[src/rtl/rrti_pkg.sv]
// Shared types, constants and helpers for the region range inspection block.
// Used by rrti_scan, rrti_divider and roi_range_threshold_inspect_unit.
package rrti_pkg;

	localparam int PIXEL_BITS = 8;
	localparam int IDX_BITS   = 12;
	localparam int DIM_BITS   = 13;
	localparam int CNT_BITS   = 25;
	localparam int SUM_BITS   = 32;
	localparam int AREA_BITS  = 25;
	localparam int PCT_BITS   = 14;
	localparam int CFG_IDX_BITS  = 3;
	localparam int CFG_DATA_BITS = 14;

	localparam int DIV_BITS     = 40;
	localparam int DIV_REM_BITS = 25;
	localparam int DIV_CNT_BITS = 6;
	localparam logic [DIV_CNT_BITS-1:0] DIV_STEPS = 6'd40;

	localparam logic [DIM_BITS-1:0]   MAX_DIM   = 13'd4096;
	localparam logic [PCT_BITS-1:0]   PCT_SCALE = 14'd10000;
	localparam logic [PCT_BITS-1:0]   PCT_MAX   = 14'd10000;
	localparam logic [PIXEL_BITS-1:0] AVG_MAX   = 8'd255;

	localparam logic [CFG_IDX_BITS-1:0] REG_SKIP      = 3'd0;
	localparam logic [CFG_IDX_BITS-1:0] REG_THR_LOW   = 3'd1;
	localparam logic [CFG_IDX_BITS-1:0] REG_THR_HIGH  = 3'd2;
	localparam logic [CFG_IDX_BITS-1:0] REG_PASS_PCT  = 3'd3;
	localparam logic [CFG_IDX_BITS-1:0] REG_ROI_LEFT  = 3'd4;
	localparam logic [CFG_IDX_BITS-1:0] REG_ROI_TOP   = 3'd5;
	localparam logic [CFG_IDX_BITS-1:0] REG_ROI_WIDTH = 3'd6;
	localparam logic [CFG_IDX_BITS-1:0] REG_ROI_HEIGHT = 3'd7;

	typedef struct packed {
		logic [PIXEL_BITS-1:0] thr_low;
		logic [PIXEL_BITS-1:0] thr_high;
		logic [IDX_BITS-1:0]   roi_left;
		logic [IDX_BITS-1:0]   roi_top;
		logic [DIM_BITS-1:0]   width;
		logic [DIM_BITS-1:0]   height;
	} scan_cfg_t;

	typedef struct packed {
		logic                  in_range;
		logic                  region_end;
		logic [DIM_BITS-1:0]   fail_x;
		logic [DIM_BITS-1:0]   fail_y;
		logic [CNT_BITS-1:0]   cnt_next;
		logic [SUM_BITS-1:0]   sum_next;
	} scan_stat_t;

	// A size of zero acts as one, and a size above the limit acts as the limit.
	function automatic logic [DIM_BITS-1:0] clamp_dim(input logic [DIM_BITS-1:0] v);
		logic [DIM_BITS-1:0] r;
		r = v;
		if (v == '0) begin
			r = {{(DIM_BITS-1){1'b0}}, 1'b1};
		end else if (v > MAX_DIM) begin
			r = MAX_DIM;
		end
		return r;
	endfunction

endpackage

[src/rtl/rrti_scan.sv]
// Position tracking, range check, in-range count and pixel sum for one region.
// Depends on rrti_pkg for the configuration and status structs.
module rrti_scan (
	input  logic                              clk,
	input  logic                              arst_n,
	input  logic                              advance,
	input  logic [rrti_pkg::PIXEL_BITS-1:0]   pixel,
	input  rrti_pkg::scan_cfg_t               cfg,
	output rrti_pkg::scan_stat_t              stat
);

	logic [rrti_pkg::IDX_BITS-1:0] col_q;
	logic [rrti_pkg::IDX_BITS-1:0] row_q;
	logic [rrti_pkg::CNT_BITS-1:0] cnt_q;
	logic [rrti_pkg::SUM_BITS-1:0] sum_q;
	logic                          col_end;

	always_comb begin
		stat.in_range   = (pixel >= cfg.thr_low) && (pixel <= cfg.thr_high);
		col_end         = ({1'b0, row_q} + 13'd1) >= cfg.height;
		stat.region_end = col_end && (({1'b0, col_q} + 13'd1) >= cfg.width);
		stat.fail_x     = {1'b0, cfg.roi_left} + {1'b0, col_q};
		stat.fail_y     = {1'b0, cfg.roi_top} + {1'b0, row_q};
		stat.cnt_next   = cnt_q + rrti_pkg::CNT_BITS'(stat.in_range);
		stat.sum_next   = sum_q + rrti_pkg::SUM_BITS'(pixel);
	end

	always_ff @(posedge clk or negedge arst_n) begin
		if (!arst_n) begin
			col_q <= '0;
			row_q <= '0;
			cnt_q <= '0;
			sum_q <= '0;
		end else if (advance) begin
			if (stat.region_end) begin
				col_q <= '0;
				row_q <= '0;
				cnt_q <= '0;
				sum_q <= '0;
			end else begin
				cnt_q <= stat.cnt_next;
				sum_q <= stat.sum_next;
				if (col_end) begin
					row_q <= '0;
					col_q <= col_q + 12'd1;
				end else begin
					row_q <= row_q + 12'd1;
				end
			end
		end
	end

endmodule

[src/rtl/rrti_divider.sv]
// Shared restoring divider, one quotient bit per cycle.
// Depends on rrti_pkg for the operand widths and the step count.
module rrti_divider (
	input  logic                                clk,
	input  logic                                arst_n,
	input  logic                                start,
	input  logic [rrti_pkg::DIV_BITS-1:0]       numer,
	input  logic [rrti_pkg::AREA_BITS-1:0]      denom,
	output logic                                done,
	output logic [rrti_pkg::DIV_BITS-1:0]       quot
);

	logic [rrti_pkg::DIV_BITS-1:0]     nq_q;
	logic [rrti_pkg::DIV_REM_BITS-1:0] rem_q;
	logic [rrti_pkg::AREA_BITS-1:0]    denom_q;
	logic [rrti_pkg::DIV_CNT_BITS-1:0] cnt_q;
	logic                              run_q;
	logic                              done_q;
	logic [rrti_pkg::DIV_REM_BITS:0]   trial;
	logic                              fits;
	logic [rrti_pkg::DIV_REM_BITS:0]   diff;

	always_comb begin
		trial = {rem_q, nq_q[rrti_pkg::DIV_BITS-1]};
		fits  = trial >= {1'b0, denom_q};
		diff  = trial - {1'b0, denom_q};
	end

	always_ff @(posedge clk or negedge arst_n) begin
		if (!arst_n) begin
			cnt_q  <= '0;
			run_q  <= 1'b0;
			done_q <= 1'b0;
		end else begin
			done_q <= 1'b0;
			if (start) begin
				cnt_q <= rrti_pkg::DIV_STEPS;
				run_q <= 1'b1;
			end else if (run_q) begin
				cnt_q <= cnt_q - 6'd1;
				if (cnt_q == 6'd1) begin
					run_q  <= 1'b0;
					done_q <= 1'b1;
				end
			end
		end
	end

	always_ff @(posedge clk) begin
		if (start) begin
			nq_q    <= numer;
			rem_q   <= '0;
			denom_q <= denom;
		end else if (run_q) begin
			nq_q <= {nq_q[rrti_pkg::DIV_BITS-2:0], fits};
			if (fits) begin
				rem_q <= diff[rrti_pkg::DIV_REM_BITS-1:0];
			end else begin
				rem_q <= trial[rrti_pkg::DIV_REM_BITS-1:0];
			end
		end
	end

	assign done = done_q;
	assign quot = nq_q;

endmodule

[src/rtl/roi_range_threshold_inspect_unit.sv]
// Region pixel range inspection: counts, sums and flags pixels, then summarizes.
// A pixel that ends no region leaves the block idle; its fail point is in the output register next cycle.
// At region end with skip clear, the shared 40-step divider runs twice (average, then share);
// the summary reaches the output register after the second run, and no pixel is taken meanwhile.
// Reset loads the register defaults and clears position, count and sum; no clearing pass.
// Depends on rrti_pkg, rrti_scan and rrti_divider.
module roi_range_threshold_inspect_unit (
	input  logic                                   clk,
	input  logic                                   arst_n,
	input  logic                                   cfg_valid,
	output logic                                   cfg_ready,
	input  logic [rrti_pkg::CFG_IDX_BITS-1:0]      cfg_index,
	input  logic [rrti_pkg::CFG_DATA_BITS-1:0]     cfg_data,
	input  logic                                   pixel_valid,
	output logic                                   pixel_stall,
	input  logic [rrti_pkg::PIXEL_BITS-1:0]        pixel_value,
	output logic                                   result_valid,
	input  logic                                   result_stall,
	output logic                                   kind,
	output logic [rrti_pkg::DIM_BITS-1:0]          x,
	output logic [rrti_pkg::DIM_BITS-1:0]          y,
	output logic [rrti_pkg::CNT_BITS-1:0]          in_range_count,
	output logic [rrti_pkg::PIXEL_BITS-1:0]        average,
	output logic [rrti_pkg::PCT_BITS-1:0]          percent_hundredths,
	output logic                                   pass,
	output logic                                   last
);

	localparam logic [2:0] S_IDLE     = 3'd0;
	localparam logic [2:0] S_AVG_GO   = 3'd1;
	localparam logic [2:0] S_AVG_WAIT = 3'd2;
	localparam logic [2:0] S_PCT_GO   = 3'd3;
	localparam logic [2:0] S_PCT_WAIT = 3'd4;
	localparam logic [2:0] S_EMIT     = 3'd5;

	logic                                skip_q;
	logic [rrti_pkg::PIXEL_BITS-1:0]     thr_low_q;
	logic [rrti_pkg::PIXEL_BITS-1:0]     thr_high_q;
	logic [rrti_pkg::PCT_BITS-1:0]       pass_pct_q;
	logic [rrti_pkg::IDX_BITS-1:0]       roi_left_q;
	logic [rrti_pkg::IDX_BITS-1:0]       roi_top_q;
	logic [rrti_pkg::DIM_BITS-1:0]       width_q;
	logic [rrti_pkg::DIM_BITS-1:0]       height_q;

	logic [2:0]                          state_q;
	logic [rrti_pkg::CNT_BITS-1:0]       cnt_fin_q;
	logic [rrti_pkg::SUM_BITS-1:0]       sum_fin_q;
	logic [rrti_pkg::AREA_BITS-1:0]      area_q;
	logic [rrti_pkg::DIV_BITS-1:0]       prod_q;
	logic [rrti_pkg::PIXEL_BITS-1:0]     avg_q;
	logic [rrti_pkg::PCT_BITS-1:0]       pct_q;

	logic                                out_valid_q;
	logic                                kind_q;
	logic [rrti_pkg::DIM_BITS-1:0]       x_q;
	logic [rrti_pkg::DIM_BITS-1:0]       y_q;
	logic [rrti_pkg::CNT_BITS-1:0]       cnt_out_q;
	logic [rrti_pkg::PIXEL_BITS-1:0]     avg_out_q;
	logic [rrti_pkg::PCT_BITS-1:0]       pct_out_q;
	logic                                pass_q;
	logic                                last_q;

	rrti_pkg::scan_cfg_t                 scan_cfg;
	rrti_pkg::scan_stat_t                scan_stat;
	logic [rrti_pkg::DIM_BITS-1:0]       width_c;
	logic [rrti_pkg::DIM_BITS-1:0]       height_c;
	logic [2*rrti_pkg::DIM_BITS-1:0]     area_full;
	logic                                out_free;
	logic                                accept;
	logic                                fail;
	logic                                div_start;
	logic [rrti_pkg::DIV_BITS-1:0]       div_numer;
	logic                                div_done;
	logic [rrti_pkg::DIV_BITS-1:0]       div_quot;

	assign cfg_ready = 1'b1;

	always_ff @(posedge clk or negedge arst_n) begin
		if (!arst_n) begin
			skip_q     <= 1'b0;
			thr_low_q  <= '0;
			thr_high_q <= 8'd255;
			pass_pct_q <= '0;
			roi_left_q <= '0;
			roi_top_q  <= '0;
			width_q    <= 13'd1;
			height_q   <= 13'd1;
		end else if (cfg_valid && cfg_ready) begin
			unique case (cfg_index)
				rrti_pkg::REG_SKIP:       skip_q     <= cfg_data[0];
				rrti_pkg::REG_THR_LOW:    thr_low_q  <= cfg_data[7:0];
				rrti_pkg::REG_THR_HIGH:   thr_high_q <= cfg_data[7:0];
				rrti_pkg::REG_PASS_PCT:   pass_pct_q <= cfg_data;
				rrti_pkg::REG_ROI_LEFT:   roi_left_q <= cfg_data[11:0];
				rrti_pkg::REG_ROI_TOP:    roi_top_q  <= cfg_data[11:0];
				rrti_pkg::REG_ROI_WIDTH:  width_q    <= cfg_data[12:0];
				rrti_pkg::REG_ROI_HEIGHT: height_q   <= cfg_data[12:0];
				default: begin
				end
			endcase
		end
	end

	always_comb begin
		width_c            = rrti_pkg::clamp_dim(width_q);
		height_c           = rrti_pkg::clamp_dim(height_q);
		area_full          = {13'd0, width_c} * {13'd0, height_c};
		scan_cfg.thr_low   = thr_low_q;
		scan_cfg.thr_high  = thr_high_q;
		scan_cfg.roi_left  = roi_left_q;
		scan_cfg.roi_top   = roi_top_q;
		scan_cfg.width     = width_c;
		scan_cfg.height    = height_c;
		out_free           = !out_valid_q || !result_stall;
		pixel_stall        = !((state_q == S_IDLE) && out_free);
		accept             = pixel_valid && !pixel_stall;
		fail               = !scan_stat.in_range && !skip_q;
		div_start          = (state_q == S_AVG_GO) || (state_q == S_PCT_GO);
		div_numer          = (state_q == S_AVG_GO) ? rrti_pkg::DIV_BITS'(sum_fin_q) : prod_q;
	end

	rrti_scan u_scan (
		.clk    (clk),
		.arst_n (arst_n),
		.advance(accept),
		.pixel  (pixel_value),
		.cfg    (scan_cfg),
		.stat   (scan_stat)
	);

	rrti_divider u_div (
		.clk   (clk),
		.arst_n(arst_n),
		.start (div_start),
		.numer (div_numer),
		.denom (area_q),
		.done  (div_done),
		.quot  (div_quot)
	);

	always_ff @(posedge clk or negedge arst_n) begin
		if (!arst_n) begin
			state_q <= S_IDLE;
		end else begin
			unique case (state_q)
				S_IDLE: begin
					if (accept && scan_stat.region_end && !skip_q) begin
						state_q <= S_AVG_GO;
					end
				end
				S_AVG_GO:   state_q <= S_AVG_WAIT;
				S_AVG_WAIT: if (div_done) state_q <= S_PCT_GO;
				S_PCT_GO:   state_q <= S_PCT_WAIT;
				S_PCT_WAIT: if (div_done) state_q <= S_EMIT;
				S_EMIT:     if (out_free) state_q <= S_IDLE;
				default:    state_q <= S_IDLE;
			endcase
		end
	end

	always_ff @(posedge clk) begin
		if (accept && scan_stat.region_end) begin
			cnt_fin_q <= scan_stat.cnt_next;
			sum_fin_q <= scan_stat.sum_next;
			area_q    <= area_full[rrti_pkg::AREA_BITS-1:0];
		end
		if (state_q == S_AVG_GO) begin
			prod_q <= {1'b0, 39'(cnt_fin_q) * 39'(rrti_pkg::PCT_SCALE)};
		end
		if ((state_q == S_AVG_WAIT) && div_done) begin
			avg_q <= (div_quot > rrti_pkg::DIV_BITS'(rrti_pkg::AVG_MAX)) ?
				rrti_pkg::AVG_MAX : div_quot[rrti_pkg::PIXEL_BITS-1:0];
		end
		if ((state_q == S_PCT_WAIT) && div_done) begin
			pct_q <= (div_quot > rrti_pkg::DIV_BITS'(rrti_pkg::PCT_MAX)) ?
				rrti_pkg::PCT_MAX : div_quot[rrti_pkg::PCT_BITS-1:0];
		end
	end

	always_ff @(posedge clk or negedge arst_n) begin
		if (!arst_n) begin
			out_valid_q <= 1'b0;
		end else if ((accept && (fail || (scan_stat.region_end && skip_q))) ||
			((state_q == S_EMIT) && out_free)) begin
			out_valid_q <= 1'b1;
		end else if (!result_stall) begin
			out_valid_q <= 1'b0;
		end
	end

	always_ff @(posedge clk) begin
		if (accept && fail) begin
			kind_q    <= 1'b0;
			x_q       <= scan_stat.fail_x;
			y_q       <= scan_stat.fail_y;
			cnt_out_q <= '0;
			avg_out_q <= '0;
			pct_out_q <= '0;
			pass_q    <= 1'b0;
			last_q    <= !scan_stat.region_end;
		end else if (accept && scan_stat.region_end && skip_q) begin
			kind_q    <= 1'b1;
			x_q       <= '0;
			y_q       <= '0;
			cnt_out_q <= '0;
			avg_out_q <= '0;
			pct_out_q <= '0;
			pass_q    <= 1'b1;
			last_q    <= 1'b1;
		end else if ((state_q == S_EMIT) && out_free) begin
			kind_q    <= 1'b1;
			x_q       <= '0;
			y_q       <= '0;
			cnt_out_q <= cnt_fin_q;
			avg_out_q <= avg_q;
			pct_out_q <= pct_q;
			pass_q    <= pct_q >= pass_pct_q;
			last_q    <= 1'b1;
		end
	end

	assign result_valid       = out_valid_q;
	assign kind               = kind_q;
	assign x                  = x_q;
	assign y                  = y_q;
	assign in_range_count     = cnt_out_q;
	assign average            = avg_out_q;
	assign percent_hundredths = pct_out_q;
	assign pass               = pass_q;
	assign last               = last_q;

	// The divider finishes only while the sequencer waits for it.
	a_div_done_waiting: assert property (@(posedge clk) disable iff (!arst_n)
		div_done |-> ((state_q == S_AVG_WAIT) || (state_q == S_PCT_WAIT)))
		else $error("divider finished outside a wait state");

	// A summary beat always closes the results of its pixel.
	a_summary_last: assert property (@(posedge clk) disable iff (!arst_n)
		(result_valid && kind) |-> last)
		else $error("summary beat without last");

	// The reported share never exceeds the full scale.
	a_pct_bound: assert property (@(posedge clk) disable iff (!arst_n)
		(result_valid && kind) |-> (percent_hundredths <= rrti_pkg::PCT_MAX))
		else $error("percent above full scale");

	// No pixel is taken while a region summary is being computed.
	a_no_pixel_busy: assert property (@(posedge clk) disable iff (!arst_n)
		(state_q != S_IDLE) |-> pixel_stall)
		else $error("pixel taken during summary computation");

endmodule
[config.mk]
export PLATFORM = sky130hd
export DESIGN_NAME = roi_range_threshold_inspect_unit
export DESIGN_NICKNAME = d
export VERILOG_FILES = /design/src/rtl/rrti_pkg.sv /design/src/rtl/rrti_scan.sv /design/src/rtl/rrti_divider.sv /design/src/rtl/roi_range_threshold_inspect_unit.sv
export SDC_FILE = /design/constraint.sdc
export NUM_CORES = 1
export LEC_CHECK = 0
export BUFFER_PORTS_ARGS = -buffer_cell sky130_fd_sc_hd__buf_2
export CAP_MARGIN = 20
export CORE_UTILIZATION = 60
export DETAILED_ROUTE_END_ITERATION = 8
export PLACE_DENSITY = 0.79
export SLEW_MARGIN = 20
export SYNTH_ARGS = -nofsm -noshare
export SYNTH_HDL_FRONTEND = slang
export SYNTH_SLANG_ARGS = --single-unit
[constraint.sdc]
create_clock -name clk -period 10.9 [get_ports clk]
set_input_delay 1.09 -clock clk [delete_from_list [all_inputs] [get_ports clk]]
set_output_delay 1.09 -clock clk [all_outputs]
set_load 0.05 [all_outputs]
======== Word-level counts from Yosys, hierarchy flattened ========
Cells that the tools add are included.
word-level totals
  memory bits (read-only) ................. 0
  memories ................................ 0
  bits of input ports ..................... 30
  bits in writable memories ............... 0
  register bits after elaboration ......... 479
  word-level logic and storage cells ...... 155
  output and inout bits ................... 79
  latch bits .............................. 0
operators by class
  eq/ne operators ......................... 18
  divide/modulo/power cells ............... 0
  order comparisons ....................... 10
  add/subtract/negate cells ............... 10
  shift operators ......................... 0
  bitwise gates (word level) .............. 0
  muxes and demuxes ....................... 38
  reductions and logical operators ........ 43
  multipliers ............................. 2
operators with widths
  operator                                                         count
  two-way mux 13 bit                                               8
  two-way mux 40 bit                                               2
  two-way mux 25 bit                                               2
  two-way mux 12 bit                                               4
  greater-than comparator 40 x 14 -> 1 bit, second input constant  1
  greater-than comparator 40 x 8 -> 1 bit, second input constant   1
  two-way mux 39 bit                                               1
  multiplier 25 x 10 -> 35 bit, second input constant              1
  adder 32 x 8 -> 32 bit                                           1
  two-way mux 32 bit                                               1
  adder 12 x 1 -> 13 bit, second input constant                    2
  adder 12 x 12 -> 13 bit                                          2
  >= comparator 13 bit                                             2
  >= comparator 26 x 25 -> 1 bit                                   1
  greater-than comparator 13 bit, second input constant            2
  zero test 13 bit                                                 2
  adder 25 x 1 -> 25 bit                                           1
  multiplier 13 x 13 -> 25 bit                                     1
  subtractor 25 bit                                                1
  adder 12 x 1 -> 12 bit, second input constant                    2
  == test 3 bit, second input constant                             6
  one-hot mux 3 bit (6 select lines)                               1
  AND reduction 2 bit                                              9
  >= comparator 14 bit                                             1
  other kinds (19)                                                 66

======== Logic depth before layout (Yosys ltp) ========
  depth after elaboration ................. 10
  depth in mapped cells ................... 24
  mapped depth without buffers ............ 23

======== Hierarchy ========
Synthesis repeated with hierarchy kept, for this count alone.
second synthesis, totals
  cell total of the unflattened synthesis .. 3371
  area, all modules ....................... 33784.9 um^2
by module, submodules not included
  module                            seq. area each (um^2)  instances  cells an instance  area each (um^2)
  roi_range_threshold_inspect_unit  8105.3                 1          1995               20996.4
  rrti_scan                         2026.9                 1          877                7323.3
  rrti_divider                      2652.5                 1          499                5465.2

======== Worst setup path after synthesis ========
OpenSTA, ideal clock, no wires.
  path type ............................... register to register
  start ................................... reg height_q[12] (netlist bit)
  end ..................................... reg area_q[24] (netlist bit) (data pin)
  required time ........................... 10.640 ns
  arrival ................................. 5.776 ns
  library setup time ...................... 0.260 ns
  setup slack ............................. 4.864 ns
  stages on the path, launching flop included .. 25
  buffers on the path ..................... 2
  clock period less this slack ............ 6.036 ns
  cells stage by stage .................... dfrtp_1 > clkbuf_1 > nor2b_1 > inv_1 > clkbuf_1 > nor2_1 > fa_1 > inv_1 > fa_1 > inv_1 > fa_1 > inv_1 > fa_1 > fa_1 > inv_1 > ha_1 > a21o_1 > a21oi_1 > o21ai_0 > o211ai_1 > o22ai_1 > o41ai_2 > o2111ai_1 > a21oi_1 > xnor2_1
between the ends
  longest elaborated chain between the ends .. 4
  elaborated cells between the ends (all ways) .. 5
  classes of those cells .................. 1 x mul; 1 x order compare; 2 x mux; 1 x reduce/logical
ends and longest elaborated chain
  element                           line                                     RTL
  from (decl)                       roi_range_threshold_inspect_unit.sv:43   logic [rrti_pkg::DIM_BITS-1:0] height_q;
  from (signal assigned)            roi_range_threshold_inspect_unit.sv:97   rrti_pkg::REG_ROI_HEIGHT: height_q <= cfg_data[12:0];
  greater-than comparator 13 bit    rrti_pkg.sv:58                           end else if (v > MAX_DIM) begin
  two-way mux 13 bit                rrti_pkg.sv:58
  two-way mux 13 bit (*)            rrti_pkg.sv:56                           if (v == '0) begin
  multiplier 13 x 13 -> 25 bit (*)  roi_range_threshold_inspect_unit.sv:107  area_full = {13'd0, width_c} * {13'd0, height_c};
  net area_full (one bit)           roi_range_threshold_inspect_unit.sv:67   logic [2*rrti_pkg::DIM_BITS-1:0] area_full;
  to (signal assigned)              roi_range_threshold_inspect_unit.sv:165  area_q <= area_full[rrti_pkg::AREA_BITS-1:0];
  to (decl)                         roi_range_threshold_inspect_unit.sv:48   logic [rrti_pkg::AREA_BITS-1:0] area_q;
Mark *: on every way through the listed nets, which the timed path passes. The rest lies on a longest branch.
A chain may end at the register's enable or synchronous reset.

======== Final worst setup path ========
Same ends and word-level chain as after synthesis.

==> flow_metrics.py <==
metrics = {
    "pwr": {
        "p_sw_mw": 1.81,
        "p_clk_frac": 0.316,
        "p_per_area_nw_per_um2": 153,
        "combPwrFrac": 0.305,
        "p_int_mw": 3.63,
        "finalPower_mw": 5.44,
        "power.leakage_nw": 16.3,
        "ir_drop_mv": 0.141,
        "seqPwrFrac": 0.379,
        "sw_frac_of_total": 0.332,
    },
    "grt": {
        "antenna_found_initial": 3,
        "grt_pass1_vias": 23900,
        "grt_max_degree": 106,
        "grt_overflow_total": 0,
        "grt_pass1_wl_um": 128000,
        "grtUsageTotal": 0.296,
    },
    "detailed_routing": {
        "vias_per_cell": 5.83,
        "wire_per_inst_um": 19.7,
        "route.detailed.drc": 0,
        "vias": 23900,
        "drtAntennaViolNets": 0,
        "drt_iter0_drc": 1926,
        "routed_wl_um": 80900,
        "first_pass_iters": 6,
    },
    "sta": {
        "fin_tns_setup_ns": 0,
        "final.setup.worst_slack_ns": 3.79,
        "worstMarginPinSlew_ns": 1.06,
        "slew_headroom": 0.294,
        "fin_skew_ns": 0.0204,
        "setup_viol": 0,
        "max_freq_mhz": 141,
        "finalHoldViolations": 0,
        "min_period_ns": 7.11,
        "drv_slew": 0,
        "whs_ns": 0.416,
        "min_period_over_period": 0.652,
        "rsz0062_at_grt": "no",
    },
    "layout": {
        "register_area_um2": 12800,
        "final_core_util": 0.660,
        "multi_input_area_um2": 17500,
        "layout-drive-gt1-share": 0.0972,
        "finish.instance_area_um2": 35400,
        "antenna-diode-count": 0,
        "final_nets": 3862,
        "fin_cells": 4101,
        "area_growth_syn_to_layout_pct": 8.67,
        "filler_cell_count": 4092,
    },
    "floorplanning": {
        "initial_core_util": 0.607,
        "rows": 85,
        "ios": 109,
        "die_w_um": 235,
        "die_area_um2": 55300,
        "coreArea_um2": 53700,
        "die_h_um": 235,
    },
    "synthesis": {
        "yosys_most_used_dff": "edfxtp_1",
        "synth_compound_area_frac": 0.104,
        "synth_common_cells": "inv_1, nand2_1, ha_1",
        "synth-edff-count": 231,
        "synthAdderAreaFrac": 0.223,
        "syn-num-nets": 3793,
        "synth_top_cell_by_area": "edfxtp_1",
        "syn-cell-area_um2": 32600,
        "synth_area_leaders": "edfxtp_1, dfrtp_1, fa_1",
        "yosysSeqAreaShare": 0.392,
        "synth_mux_area_frac": 0.0344,
        "yosys.area_share.simple": 0.129,
        "async_flop_share": 0.363,
        "synth_top_family_by_area": "adder cells",
        "ys_ff_latch": 479,
        "synth_warnings": 0,
        "yosysTopAreaCellShare": 0.213,
        "synth-xor-area-share": 0.0468,
        "syn_inst": 3293,
        "synthDistinctLibCells": 86,
        "postSynthAreaPerCell_um2": 9.90,
        "yosysMostFrequentCell": "inv_1",
    },
    "placement": {
        "portBuffers": 107,
        "dp_hpwl_um": 60700,
        "place_inst": 4004,
        "routabilityCongestion": 0.909,
        "place_ws_ns": 3.89,
        "placed_area_um2": 33700,
    },
    "setup_path": {
        "r2r_start": "height_q[12]$_DFFE_PN0P_",
        "r2r_slack_ns": 3.79,
        "critPathLaunchType": "flip-flop",
        "ff2ff_path_depth": 17,
        "end_kind": "flip-flop",
        "cp_data_required_time_ns": 11.22,
        "critPathMaxFanout": 24,
        "cp.arrival_ns": 7.43,
        "r2r_end": "area_q[24]$_DFFE_PP_",
        "worstSetupPathType": "reg2reg",
    },
    "clock_network": {
        "cts.hold.buffers_added": 0,
        "clk_path_buf_depth": 3,
        "clk_latency_ns": 0.60,
        "cts_tree": "yes",
        "clk_pin_slew_ns": 0.06,
        "cts_made_buffers": 51,
        "clkSinkCount": 479,
        "cts_resized": 0,
        "clockRootBuffer": "clkbuf_16",
        "postCtsSetupRepairBufs": 0,
        "htree_levels": 2,
    },
    "min_path": {
        "hold_depth": 0,
        "worstHoldStart": "area_q[14]$_DFFE_PP_",
        "hold_path_end": "u_div.denom_q[14]$_DFFE_PN_",
        "hold_path.class": "reg2reg",
    },
    "run": {
        "maxCapViolCount": 0,
    },
    "status": {
        "status": "completed",
    },
}
-- worst max-delay path: stages (launching register included) --
cell       delay, ns
dfrtp_1         0.66
nor2b_1         0.56
clkinv_1        0.50
nor2_1          0.26
fa_1            0.47
fa_1            0.52
fa_1            0.52
fa_1            0.52
fa_1            0.52
ha_1            0.41
a21o_1          0.25
a2111o_1        0.39
o211ai_1        0.23
o22ai_1         0.15
o41ai_2         0.40
o2111ai_1       0.18
a21oi_1         0.20
xnor2_1         0.09
-- layer usage --
layer  vias to the layer above  track usage  wire length (µm)
met5                         -            0                 8
met4                         2        0.100              2690
met3                       155       0.0651              7030
met2                       937        0.456             35700
met1                     11700        0.417             35500
li1                      11100            -                 -
-- cell type report --
type                            instances  area share
Timing Repair Buffer                  135      0.0212
Clock buffer                           67      0.0399
Sequential cell                       479       0.361
Inverter                              483      0.0512
Clock inverter                         29     0.00703
Multi-Input combinational cell       2212       0.495
Tap cell                              696      0.0246
-- power by group through the flow --
stage / clock network (mW) / logic, mW / registers [mW]
final: 1.72 / 1.66 / 2.06
after global routing: 1.81 / 1.87 / 2.07
after CTS: 1.74 / 1.66 / 2.06
after detailed placement: 0 / 1.64 / 2.09
after global placement: 0 / 1.57 / 2.09
after floorplan: 0 / 1.20 / 2.07
-- placed cells by master, fill, tap and decap left out, types with 46 or more instances in the layout --
cell / instances
nand3_1: 51
clkbuf_16: 52
dfxtp_1: 74
inv_1: 477
nor2_1: 207
a21o_1: 46
mux2_2: 65
xnor2_1: 112
a21oi_1: 153
fa_1: 186
buf_2: 106
ha_1: 284
edfxtp_1: 231
nand2_1: 399
o21ai_0: 163
xor2_1: 62
dfrtp_1: 163
-- logic make-up after synthesis --
logic type	count (synthesis)
buf+inv	602
compound gates	541
simple gates	922
other cells	1
fa+ha+maj	470
xor+xnor	174
mux	104
flops	479
-- how the worst max path moves through the flow --
stage / from / endpoint / slack, ns / cells past startpoint
6_report: height_q[12]$_DFFE_PN0P_ / area_q[24]$_DFFE_PP_ / 3.79 / 17
5_1_grt: height_q[12]$_DFFE_PN0P_ / area_q[24]$_DFFE_PP_ / 3.56 / 17
4_1_cts: height_q[12]$_DFFE_PN0P_ / area_q[24]$_DFFE_PP_ / 3.84 / 17
3_5_place_dp: height_q[12]$_DFFE_PN0P_ / area_q[24]$_DFFE_PP_ / 3.89 / 17
3_3_place_gp: height_q[12]$_DFFE_PN0P_ / area_q[24]$_DFFE_PP_ / 4.09 / 17
2_1_floorplan: height_q[12]$_DFFE_PN0P_ / area_q[24]$_DFFE_PP_ / 4.86 / 24
-- registers in the layout, indices dropped and copies added, names as in the netlist, 14 cells and up --
signal / count
u_scan.sum_q: 32
percent_hundredths: 14
pct_q: 14
sum_fin_q: 32
u_div.quot: 40
u_div.denom_q: 25
pass_pct_q: 14
u_scan.cnt_q: 25
u_div.rem_q: 25
in_range_count: 25
area_q: 25
cnt_fin_q: 25
prod_q: 35
Note: power is estimated with default switching activity, not from simulation.
